## src/rtl/core/skf_pkg.sv

```systemverilog
package skf_pkg;

  // Field widths and fixed-point layout.
  localparam int unsigned SampleW = 16;
  localparam int unsigned DataW   = 32;
  localparam int unsigned GainW   = 25;
  localparam int unsigned FracW   = 24;
  localparam int unsigned ProdW   = DataW + GainW;
  localparam int unsigned AddrW   = 3;

  // One in unsigned Q1.24 and Q8.24.
  localparam logic [DataW-1:0] KfOne = 32'h0100_0000;

  // Reset values of the noise registers and the covariance.
  localparam logic [DataW-1:0] ResetProcessNoise     = 32'd167772;
  localparam logic [DataW-1:0] ResetMeasurementNoise = 32'd76671877;
  localparam logic [DataW-1:0] ResetCovariance       = KfOne;

  // Register index, taken from byte address bit 2.
  typedef enum logic {
    RegProcessNoise     = 1'b0,
    RegMeasurementNoise = 1'b1
  } skf_reg_e;

  // Noise settings handed from the register block to the datapath.
  typedef struct packed {
    logic [DataW-1:0] process_noise;
    logic [DataW-1:0] measurement_noise;
  } skf_cfg_t;

  // Divider status toward the sequencer.
  typedef struct packed {
    logic busy;
    logic done;
  } skf_div_stat_t;

  // Unsigned 32-bit add that saturates at the maximum.
  function automatic logic [DataW-1:0] skf_sat_add(input logic [DataW-1:0] a,
                                                   input logic [DataW-1:0] b);
    logic [DataW:0] sum;
    sum = {1'b0, a} + {1'b0, b};
    return sum[DataW] ? {DataW{1'b1}} : sum[DataW-1:0];
  endfunction

endpackage

```

## src/rtl/core/scalar_kalman_filter.sv

```systemverilog
// Channel   | Direction | Handshake                 | Word
// ----------+-----------+---------------------------+-------------------------------
// input     | in        | in_valid_i / in_stall_o   | sample_i
// output    | out       | out_valid_o / out_stall_i | filtered_value_o, gain_o
// config    | in/out    | APB psel/penable/pready   | process_noise, measurement_noise
//
// From acceptance to its result, one word passes through the 25-step restoring
// divider (skipped when P + R is zero), then two passes through the shared
// multiplier update the estimate and the covariance.
// Reset clears the estimate, sets the covariance to 1.0 and the noise
// registers to their defaults. A stalled result holds the output register while
// the next word is processed, which then waits in write-back until it frees.
module scalar_kalman_filter
  import skf_pkg::*;
(
  input  logic                      clk_i,
  input  logic                      rst_ni,
  input  logic                      in_valid_i,
  output logic                      in_stall_o,
  input  logic signed [SampleW-1:0] sample_i,
  output logic                      out_valid_o,
  input  logic                      out_stall_i,
  output logic signed [DataW-1:0]   filtered_value_o,
  output logic [GainW-1:0]          gain_o,
  input  logic                      psel,
  input  logic                      penable,
  input  logic                      pwrite,
  input  logic [AddrW-1:0]          paddr,
  input  logic [DataW-1:0]          pwdata,
  output logic [DataW-1:0]          prdata,
  output logic                      pready
);

  typedef enum logic [2:0] {
    ST_IDLE,
    ST_START,
    ST_DIV,
    ST_MUL_X,
    ST_UPD_X,
    ST_MUL_P,
    ST_UPD_P,
    ST_WRITE
  } state_e;

  state_e              state_q;
  skf_cfg_t            cfg;
  skf_div_stat_t       div_stat;
  logic [GainW-1:0]    div_quot;
  logic                div_start;
  logic [DataW-1:0]    mul_a;
  logic [GainW-1:0]    mul_b;
  logic [ProdW-1:0]    prod;

  logic [SampleW-1:0]  sample_q;
  logic [DataW-1:0]    denom_q;
  logic [DataW-1:0]    x_q;
  logic [DataW-1:0]    p_q;
  logic [GainW-1:0]    k_q;
  logic [DataW-1:0]    e_mag_q;
  logic                e_neg_q;
  logic                out_valid_q;
  logic [DataW-1:0]    out_value_q;
  logic [GainW-1:0]    out_gain_q;

  logic                in_accept;
  logic                out_free;
  logic [DataW+1:0]    err;
  logic [DataW+1:0]    err_mag;
  logic [ProdW-1:0]    corr_round;
  logic [DataW+1:0]    x_new;
  logic [DataW-1:0]    p_post;

  skf_cfg u_cfg (
    .clk_i   (clk_i),
    .rst_ni  (rst_ni),
    .psel    (psel),
    .penable (penable),
    .pwrite  (pwrite),
    .paddr   (paddr),
    .pwdata  (pwdata),
    .prdata  (prdata),
    .pready  (pready),
    .cfg_o   (cfg)
  );

  skf_div u_div (
    .clk_i      (clk_i),
    .rst_ni     (rst_ni),
    .start_i    (div_start),
    .dividend_i (p_q),
    .divisor_i  (denom_q),
    .quot_o     (div_quot),
    .stat_o     (div_stat)
  );

  skf_mul u_mul (
    .clk_i  (clk_i),
    .a_i    (mul_a),
    .b_i    (mul_b),
    .prod_o (prod)
  );

  assign in_stall_o = (state_q != ST_IDLE);
  assign in_accept  = in_valid_i && !in_stall_o;
  assign out_free   = !out_valid_q || !out_stall_i;
  assign div_start  = (state_q == ST_START) && (denom_q != '0);

  // Innovation z - X as a 34-bit signed value, split into sign and magnitude.
  always_comb begin
    err     = {{2{sample_q[SampleW-1]}}, sample_q, {(DataW-SampleW){1'b0}}}
            - {{2{x_q[DataW-1]}}, x_q};
    err_mag = err[DataW+1] ? (~err + 1'b1) : err;
  end

  // Multiplier operands: K * |e| first, then (1 - K) * P.
  always_comb begin
    unique case (state_q)
      ST_MUL_P: begin
        mul_a = p_q;
        mul_b = KfOne[GainW-1:0] - k_q;
      end
      default: begin
        mul_a = e_mag_q;
        mul_b = k_q;
      end
    endcase
  end

  // Rounded correction, new estimate and floored covariance.
  always_comb begin
    corr_round = prod + ProdW'(KfOne >> 1);
    x_new      = e_neg_q
               ? ({{2{x_q[DataW-1]}}, x_q} - {1'b0, corr_round[ProdW-1:FracW]})
               : ({{2{x_q[DataW-1]}}, x_q} + {1'b0, corr_round[ProdW-1:FracW]});
    p_post     = prod[FracW+DataW-1:FracW];
  end

  // Sequencer, filter state and output register.
  always_ff @(posedge clk_i or negedge rst_ni) begin
    if (!rst_ni) begin
      state_q     <= ST_IDLE;
      x_q         <= '0;
      p_q         <= ResetCovariance;
      k_q         <= '0;
      sample_q    <= '0;
      denom_q     <= '0;
      e_mag_q     <= '0;
      e_neg_q     <= 1'b0;
      out_valid_q <= 1'b0;
      out_value_q <= '0;
      out_gain_q  <= '0;
    end else begin
      // The write-back state reloads the output register itself.
      if (out_valid_q && !out_stall_i && (state_q != ST_WRITE)) begin
        out_valid_q <= 1'b0;
      end
      unique case (state_q)
        ST_IDLE: begin
          if (in_accept) begin
            sample_q <= sample_i;
            denom_q  <= skf_sat_add(p_q, cfg.measurement_noise);
            state_q  <= ST_START;
          end
        end
        ST_START: begin
          e_mag_q <= err_mag[DataW-1:0];
          e_neg_q <= err[DataW+1];
          if (denom_q == '0) begin
            k_q     <= '0;
            state_q <= ST_MUL_X;
          end else begin
            state_q <= ST_DIV;
          end
        end
        ST_DIV: begin
          if (div_stat.done) begin
            k_q     <= div_quot;
            state_q <= ST_MUL_X;
          end
        end
        ST_MUL_X: state_q <= ST_UPD_X;
        ST_UPD_X: begin
          x_q     <= x_new[DataW-1:0];
          state_q <= ST_MUL_P;
        end
        ST_MUL_P: state_q <= ST_UPD_P;
        ST_UPD_P: begin
          p_q     <= skf_sat_add(p_post, cfg.process_noise);
          state_q <= ST_WRITE;
        end
        ST_WRITE: begin
          if (out_free) begin
            out_valid_q <= 1'b1;
            out_value_q <= x_q;
            out_gain_q  <= k_q;
            state_q     <= ST_IDLE;
          end
        end
        default: state_q <= ST_IDLE;
      endcase
    end
  end

  assign out_valid_o      = out_valid_q;
  assign filtered_value_o = out_value_q;
  assign gain_o           = out_gain_q;

  // The gain never exceeds one.
  assert property (@(posedge clk_i) disable iff (!rst_ni)
    out_valid_o |-> (gain_o <= KfOne[GainW-1:0]))
    else $error("gain above one");

  // The divider is only started while idle, and only reports during division.
  assert property (@(posedge clk_i) disable iff (!rst_ni)
    div_start |-> !div_stat.busy)
    else $error("divider restarted while busy");

  assert property (@(posedge clk_i) disable iff (!rst_ni)
    div_stat.done |-> (state_q == ST_DIV))
    else $error("divider done outside division");

  // An accepted word blocks the input on the next cycle.
  assert property (@(posedge clk_i) disable iff (!rst_ni)
    in_accept |=> in_stall_o)
    else $error("input not stalled after acceptance");

  // A new result only appears from the write-back state.
  assert property (@(posedge clk_i) disable iff (!rst_ni)
    (out_valid_o && !$past(out_valid_o)) |-> $past(state_q == ST_WRITE))
    else $error("result raised outside write-back");

endmodule

```

## src/rtl/core/skf_cfg.sv

```systemverilog
module skf_cfg
  import skf_pkg::*;
(
  input  logic             clk_i,
  input  logic             rst_ni,
  input  logic             psel,
  input  logic             penable,
  input  logic             pwrite,
  input  logic [AddrW-1:0] paddr,
  input  logic [DataW-1:0] pwdata,
  output logic [DataW-1:0] prdata,
  output logic             pready,
  output skf_cfg_t         cfg_o
);

  skf_cfg_t cfg_q;
  skf_reg_e reg_sel;

  // Register index comes from address bit 2; the byte offset bits are ignored.
  assign reg_sel = skf_reg_e'(paddr[2]);
  assign pready  = 1'b1;

  // Writes land at the access phase.
  always_ff @(posedge clk_i or negedge rst_ni) begin
    if (!rst_ni) begin
      cfg_q.process_noise     <= ResetProcessNoise;
      cfg_q.measurement_noise <= ResetMeasurementNoise;
    end else if (psel && penable && pwrite) begin
      unique case (reg_sel)
        RegProcessNoise:     cfg_q.process_noise     <= pwdata;
        RegMeasurementNoise: cfg_q.measurement_noise <= pwdata;
        default: ;
      endcase
    end
  end

  // Read data mux.
  always_comb begin
    unique case (reg_sel)
      RegProcessNoise:     prdata = cfg_q.process_noise;
      RegMeasurementNoise: prdata = cfg_q.measurement_noise;
      default:             prdata = cfg_q.process_noise;
    endcase
  end

  assign cfg_o = cfg_q;

endmodule

```

## src/rtl/core/skf_div.sv

```systemverilog
module skf_div
  import skf_pkg::*;
(
  input  logic             clk_i,
  input  logic             rst_ni,
  input  logic             start_i,
  input  logic [DataW-1:0] dividend_i,
  input  logic [DataW-1:0] divisor_i,
  output logic [GainW-1:0] quot_o,
  output skf_div_stat_t    stat_o
);

  // Quotient of dividend * 2^24 / divisor, one bit per cycle. The dividend
  // never exceeds the divisor, so the quotient fits in 25 bits.
  localparam int unsigned CntW = $clog2(GainW);
  localparam logic [CntW-1:0] LastStep = CntW'(GainW - 1);

  logic [DataW-1:0] rem_q, rem_d;
  logic [GainW-1:0] quot_q;
  logic [CntW-1:0]  cnt_q;
  logic             busy_q, done_q;
  logic [DataW:0]   trial;
  logic [DataW:0]   diff;
  logic             take;

  // The first step compares the dividend itself, later steps shift left.
  always_comb begin
    trial = (cnt_q == '0) ? {1'b0, rem_q} : {rem_q, 1'b0};
    diff  = trial - {1'b0, divisor_i};
    take  = (trial >= {1'b0, divisor_i});
    rem_d = take ? diff[DataW-1:0] : trial[DataW-1:0];
  end

  always_ff @(posedge clk_i or negedge rst_ni) begin
    if (!rst_ni) begin
      busy_q <= 1'b0;
      done_q <= 1'b0;
      cnt_q  <= '0;
      rem_q  <= '0;
      quot_q <= '0;
    end else begin
      done_q <= 1'b0;
      if (start_i) begin
        busy_q <= 1'b1;
        cnt_q  <= '0;
        rem_q  <= dividend_i;
        quot_q <= '0;
      end else if (busy_q) begin
        rem_q  <= rem_d;
        quot_q <= {quot_q[GainW-2:0], take};
        if (cnt_q == LastStep) begin
          busy_q <= 1'b0;
          done_q <= 1'b1;
        end else begin
          cnt_q <= cnt_q + 1'b1;
        end
      end
    end
  end

  assign quot_o      = quot_q;
  assign stat_o.busy = busy_q;
  assign stat_o.done = done_q;

endmodule

```

## src/rtl/core/skf_mul.sv

```systemverilog
module skf_mul
  import skf_pkg::*;
(
  input  logic             clk_i,
  input  logic [DataW-1:0] a_i,
  input  logic [GainW-1:0] b_i,
  output logic [ProdW-1:0] prod_o
);

  logic [ProdW-1:0] prod_q;

  // Shared 32x25 unsigned multiplier with a registered product.
  always_ff @(posedge clk_i) begin
    prod_q <= {{GainW{1'b0}}, a_i} * {{DataW{1'b0}}, b_i};
  end

  assign prod_o = prod_q;

endmodule

```

## config.mk

```make
export PLATFORM = sky130hd
export DESIGN_NAME = scalar_kalman_filter
export DESIGN_NICKNAME = d
export VERILOG_FILES = /design/src/rtl/core/skf_pkg.sv /design/src/rtl/core/scalar_kalman_filter.sv /design/src/rtl/core/skf_cfg.sv /design/src/rtl/core/skf_div.sv /design/src/rtl/core/skf_mul.sv
export SDC_FILE = /design/constraint.sdc
export NUM_CORES = 2
export LEC_CHECK = 0
export ABC_AREA = 1
export BUFFER_PORTS_ARGS = -buffer_cell sky130_fd_sc_hd__buf_2
export CORE_MARGIN = 2
export CORE_UTILIZATION = 65
export DETAILED_ROUTE_END_ITERATION = 6
export PLACE_DENSITY = 0.81
export SYNTH_ARGS = -nofsm -noshare
export SYNTH_HDL_FRONTEND = slang
export SYNTH_SLANG_ARGS = --single-unit
```

## constraint.sdc

```tcl
create_clock -name clk_i -period 10.3 [get_ports clk_i]
set_input_delay 0 -clock clk_i [delete_from_list [all_inputs] [get_ports clk_i]]
set_output_delay 0 -clock clk_i [all_outputs]
set_load 0.02 [all_outputs]
```

==> impl_metrics.env <==
export IMPL_yosys_warnings=0
export IMPL_routed_wire_length_per_instance_um=21.5
export IMPL_reg2reg_to="u_mul.prod_o[50]"
export IMPL_number_of_vias_per_cell_after_detailed_routing=5.88
export IMPL_yosys_area_top_type="sky130_fd_sc_hd__fa_1"
export IMPL_design_die_area_um2=84300
export IMPL_floorplan_die_width_um=290
export IMPL_drive_above_1_share=0.0601
export IMPL_slew_headroom=0.0211
export IMPL_numClockSinks=392
export IMPL_synth_most_common_cell="sky130_fd_sc_hd__nand2_1"
export IMPL_synthDominantCellAreaShare=0.259
export IMPL_synth_cells_most_frequent="1906 x sky130_fd_sc_hd__nand2_1, 1355 x sky130_fd_sc_hd__inv_1, 700 x sky130_fd_sc_hd__nor2_1, 689 x sky130_fd_sc_hd__fa_1, 404 x sky130_fd_sc_hd__o21ai_0"
export IMPL_drtPass1Iterations=7
export IMPL_r2r_setup_slack_ps=810
export IMPL_antenna_violations_before_repair=2
export IMPL_min_period_over_period=0.921
export IMPL_timing_critical_path_to_type="flop"
export IMPL_remaining_drc_errors=0
export IMPL_violations_in_the_final_reports="hold timing"
export IMPL_core_rowCount=104
export IMPL_gr_total_overflow=0
export IMPL_placeableCoreArea_um2=80800
export IMPL_timing_worst_slew_pin_value_ps=1460
export IMPL_syn_to_final_growth_pct=6.98
export IMPL_ctsRootBufferMaster="sky130_fd_sc_hd__clkbuf_16"
export IMPL_cp_slowest_cell="sky130_fd_sc_hd__xor2_1"
export IMPL_detail_route_antenna_nets=0
export IMPL_postSynth_asyncResetShare=0.916
export IMPL_p_leak_nw=29.9
export IMPL_clock_skew_final_ps=38.9
export IMPL_cap_violations=0
export IMPL_globalRouteTotalUtil=0.434
export IMPL_cts_resized_gates=0
export IMPL_design_portCount=150
export IMPL_clk_latency_ps=600
export IMPL_post_synth_inst_count=7246
export IMPL_initial_core_util=0.659
export IMPL_rsz_0062_raised_after_global_routing="no"
export IMPL_setup_violation_total_in_the_final_timing_report=0
export IMPL_grt_pass1_wl_mm=280
export IMPL_synth_net_count=8326
export IMPL_fillerInstances=6816
export IMPL_power_density_nw_per_um2=276
export IMPL_outcome="finished with violations"
export IMPL_routed_wire_length_mm=181
export IMPL_port_buffers=146
export IMPL_cpMostUsedCell="sky130_fd_sc_hd__fa_1"
export IMPL_die_height_um=290
export IMPL_globalplace_congestion=1.05
export IMPL_setup_worst_path_class="reg2reg"
export IMPL_maximum_number_of_pins_on_one_net_before_global_route_repair=114
export IMPL_synth_area_per_cell_um2=7.35
export IMPL_max_freq_mhz=105
export IMPL_hold_worst_slack_ps=-7.08
export IMPL_cts_buffers=45
export IMPL_synth_sequential_area_ratio=0.182
export IMPL_drv_slew=0
export IMPL_clock_tree_from_tritoncts="yes"
export IMPL_finalHoldViolations=7
export IMPL_cts_htree_levels=2
export IMPL_cpPeakStageDelay_ps=1130
export IMPL_fin_setup_tns_ps=0
export IMPL_period_minus_slack_ps=9490
export IMPL_r2r_cells=29
export IMPL_detailed_place_hpwl_mm=144
export IMPL_worstReg2RegStart="state_q[0]"
export IMPL_cp_max_fo=32
export IMPL_number_of_unique_standard_cell_types_used_by_synthesis=67
export IMPL_required_ps=10780
export IMPL_synth_area_leaders="sky130_fd_sc_hd__fa_1 26%, sky130_fd_sc_hd__dfrtp_1 16%, sky130_fd_sc_hd__nand2_1 13%"
export IMPL_violation_count_after_the_first_detailed_route_iteration=5315
export IMPL_insertedDiodeCount=0
export IMPL_ir_worst_vdd_uv=197
export IMPL_yosys_most_used_dff="sky130_fd_sc_hd__dfrtp_1"
export IMPL_worst_ep_arrival_time_ps=9970
export IMPL_dr_total_vias=49600
export IMPL_final_net_count=8414
export IMPL_combined_area_of_all_synthesized_cells_um2=53300
export IMPL_hold_path_class="in2async"
export IMPL_synth_seq_cells=392
export IMPL_clkTransAtPathRegs_ps=70
export IMPL_grt_pass1_vias=48500
export IMPL_worst_setup_path_start_kind="flop"
export IMPL_clk_path_buf_depth=3
export IMPL_post_layout_nonfiller_instances=8430
export IMPL_synth_enable_flop_cells=0
export IMPL_post_place_cells=8296
critical path: cells and delay by family (launching register included):
kind	cells	cell delay, ps
compound gates	6	1310
fa+ha+maj	8	3890
buf+inv	8	1870
xor+xnor	1	1130
flops	1	390
simple gates	6	740
flip-flops by register name, indices dropped and copies added, names as in the netlist:
register and count:
u_cfg.cfg_o 64, u_mul.prod_o 33, denom_q 32, e_mag_q 32, filtered_value_o 32, p_q 32, u_div.rem_q 32, x_q 32
gain_o 25, k_q 25, u_div.quot_o 25, sample_q 16, u_div.cnt_q 5, state_q 3, e_neg_q 1, out_valid_o 1
u_div.busy_q 1, u_div.done_q 1
layout make-up:
class	instances	area [um^2]	area share
Clock inverter	25	262	0.00459
Inverter	1393	5230	0.0917
Clock buffer	58	1270	0.0222
Tap cell	1060	1330	0.0233
Timing Repair Buffer	261	1730	0.0304
Multi-Input combinational cell	5241	37500	0.658
Sequential cell	392	9670	0.170
through the flow:
stage	hold WS (ps)	power (mW)	setup slack, ps	utilization	area (um^2)
after floorplan	-296	10.1	2980	-	53300
after global placement	47.0	13.4	1320	0.680	55000
after detailed placement	43.8	13.6	1220	0.680	55000
after CTS	17.1	15.4	1140	0.705	57000
after global routing	72.2	16.9	462	0.705	57000
final	-7.08	15.8	809	0.705	57000
metal layers:
layer,global-route usage,up-vias,part of all wire
met1,0.584,23600,0.39
met2,0.625,2848,0.41
met4,0.247,6,0.070
met5,0,-,0.00019
met3,0.129,659,0.13
li1,-,22400,-
report_power, final:
part	switching [mW]	internal, mW	total [mW]	leakage [nW]
clock	0.709	0.955	1.66	0.738
combinational	7.75	3.51	11.3	24.3
sequential	0.723	2.12	2.84	4.77
total	9.18	6.58	15.8	29.9
placed cells by master (no fill, tap or decap), drive strengths merged, types with 6 or more instances in the layout:
master | synthesis | routed
buf | 50 | 210
a21oi | 237 | 237
nand2 | 1923 | 1923
xor2 | 97 | 97
a21boi | 15 | 15
nand3 | 278 | 278
a31oi | 20 | 20
nor4 | 27 | 27
dfstp | 24 | 24
ha | 333 | 333
o21bai | 39 | 39
clkinv | 28 | 40
a21o | 16 | 16
o21ai | 444 | 444
nand3b | 36 | 36
nand4 | 58 | 58
o211ai | 11 | 11
xnor2 | 71 | 71
clkbuf | 170 | 58
a221oi | 11 | 11
dfxtp | 33 | 33
o22ai | 57 | 57
or2 | 37 | 37
inv | 1365 | 1369
dlygate4sd3 | 0 | 51
dfrtp | 335 | 335
o21a | 26 | 26
nor3 | 52 | 52
clkinvlp | 0 | 6
and2 | 8 | 8
nor2 | 723 | 723
fa | 689 | 689
kinds of logic (layout without fill, tap and decap cells):
logic type,after synthesis,count (layout),share of synthesized area
AOI/OAI and AO/OA,899,899,0.0955
adders and majority gates,1022,1022,0.337
buffers and inverters,1613,1737,0.116
and+or+nand+nor,3150,3150,0.242
muxes,1,1,0.000211
DFF,392,392,0.182
other,1,1,0.0000704
xor gates and xnor gates,168,168,0.0278
worst max-delay path by stage:
stage / slack, ps / endpoint / startpoint
3_5_place_dp: 1220 / u_mul.prod_o[50] / state_q[1]
6_report: 810 / u_mul.prod_o[50] / state_q[0]
5_1_grt: 460 / u_mul.prod_o[55] / state_q[0]
4_1_cts: 1140 / u_mul.prod_o[53] / state_q[1]
2_1_floorplan: 2980 / u_mul.prod_o[50] / k_q[0]
3_3_place_gp: 1320 / u_mul.prod_o[50] / state_q[1]
what timing repair did:
action | in CTS | in global routing
buffers inserted | 0 | 0
endpoints found under the hold margin | 170 | 0
hold buffers | 51 | 0
(Power assumes the default switching activity.)
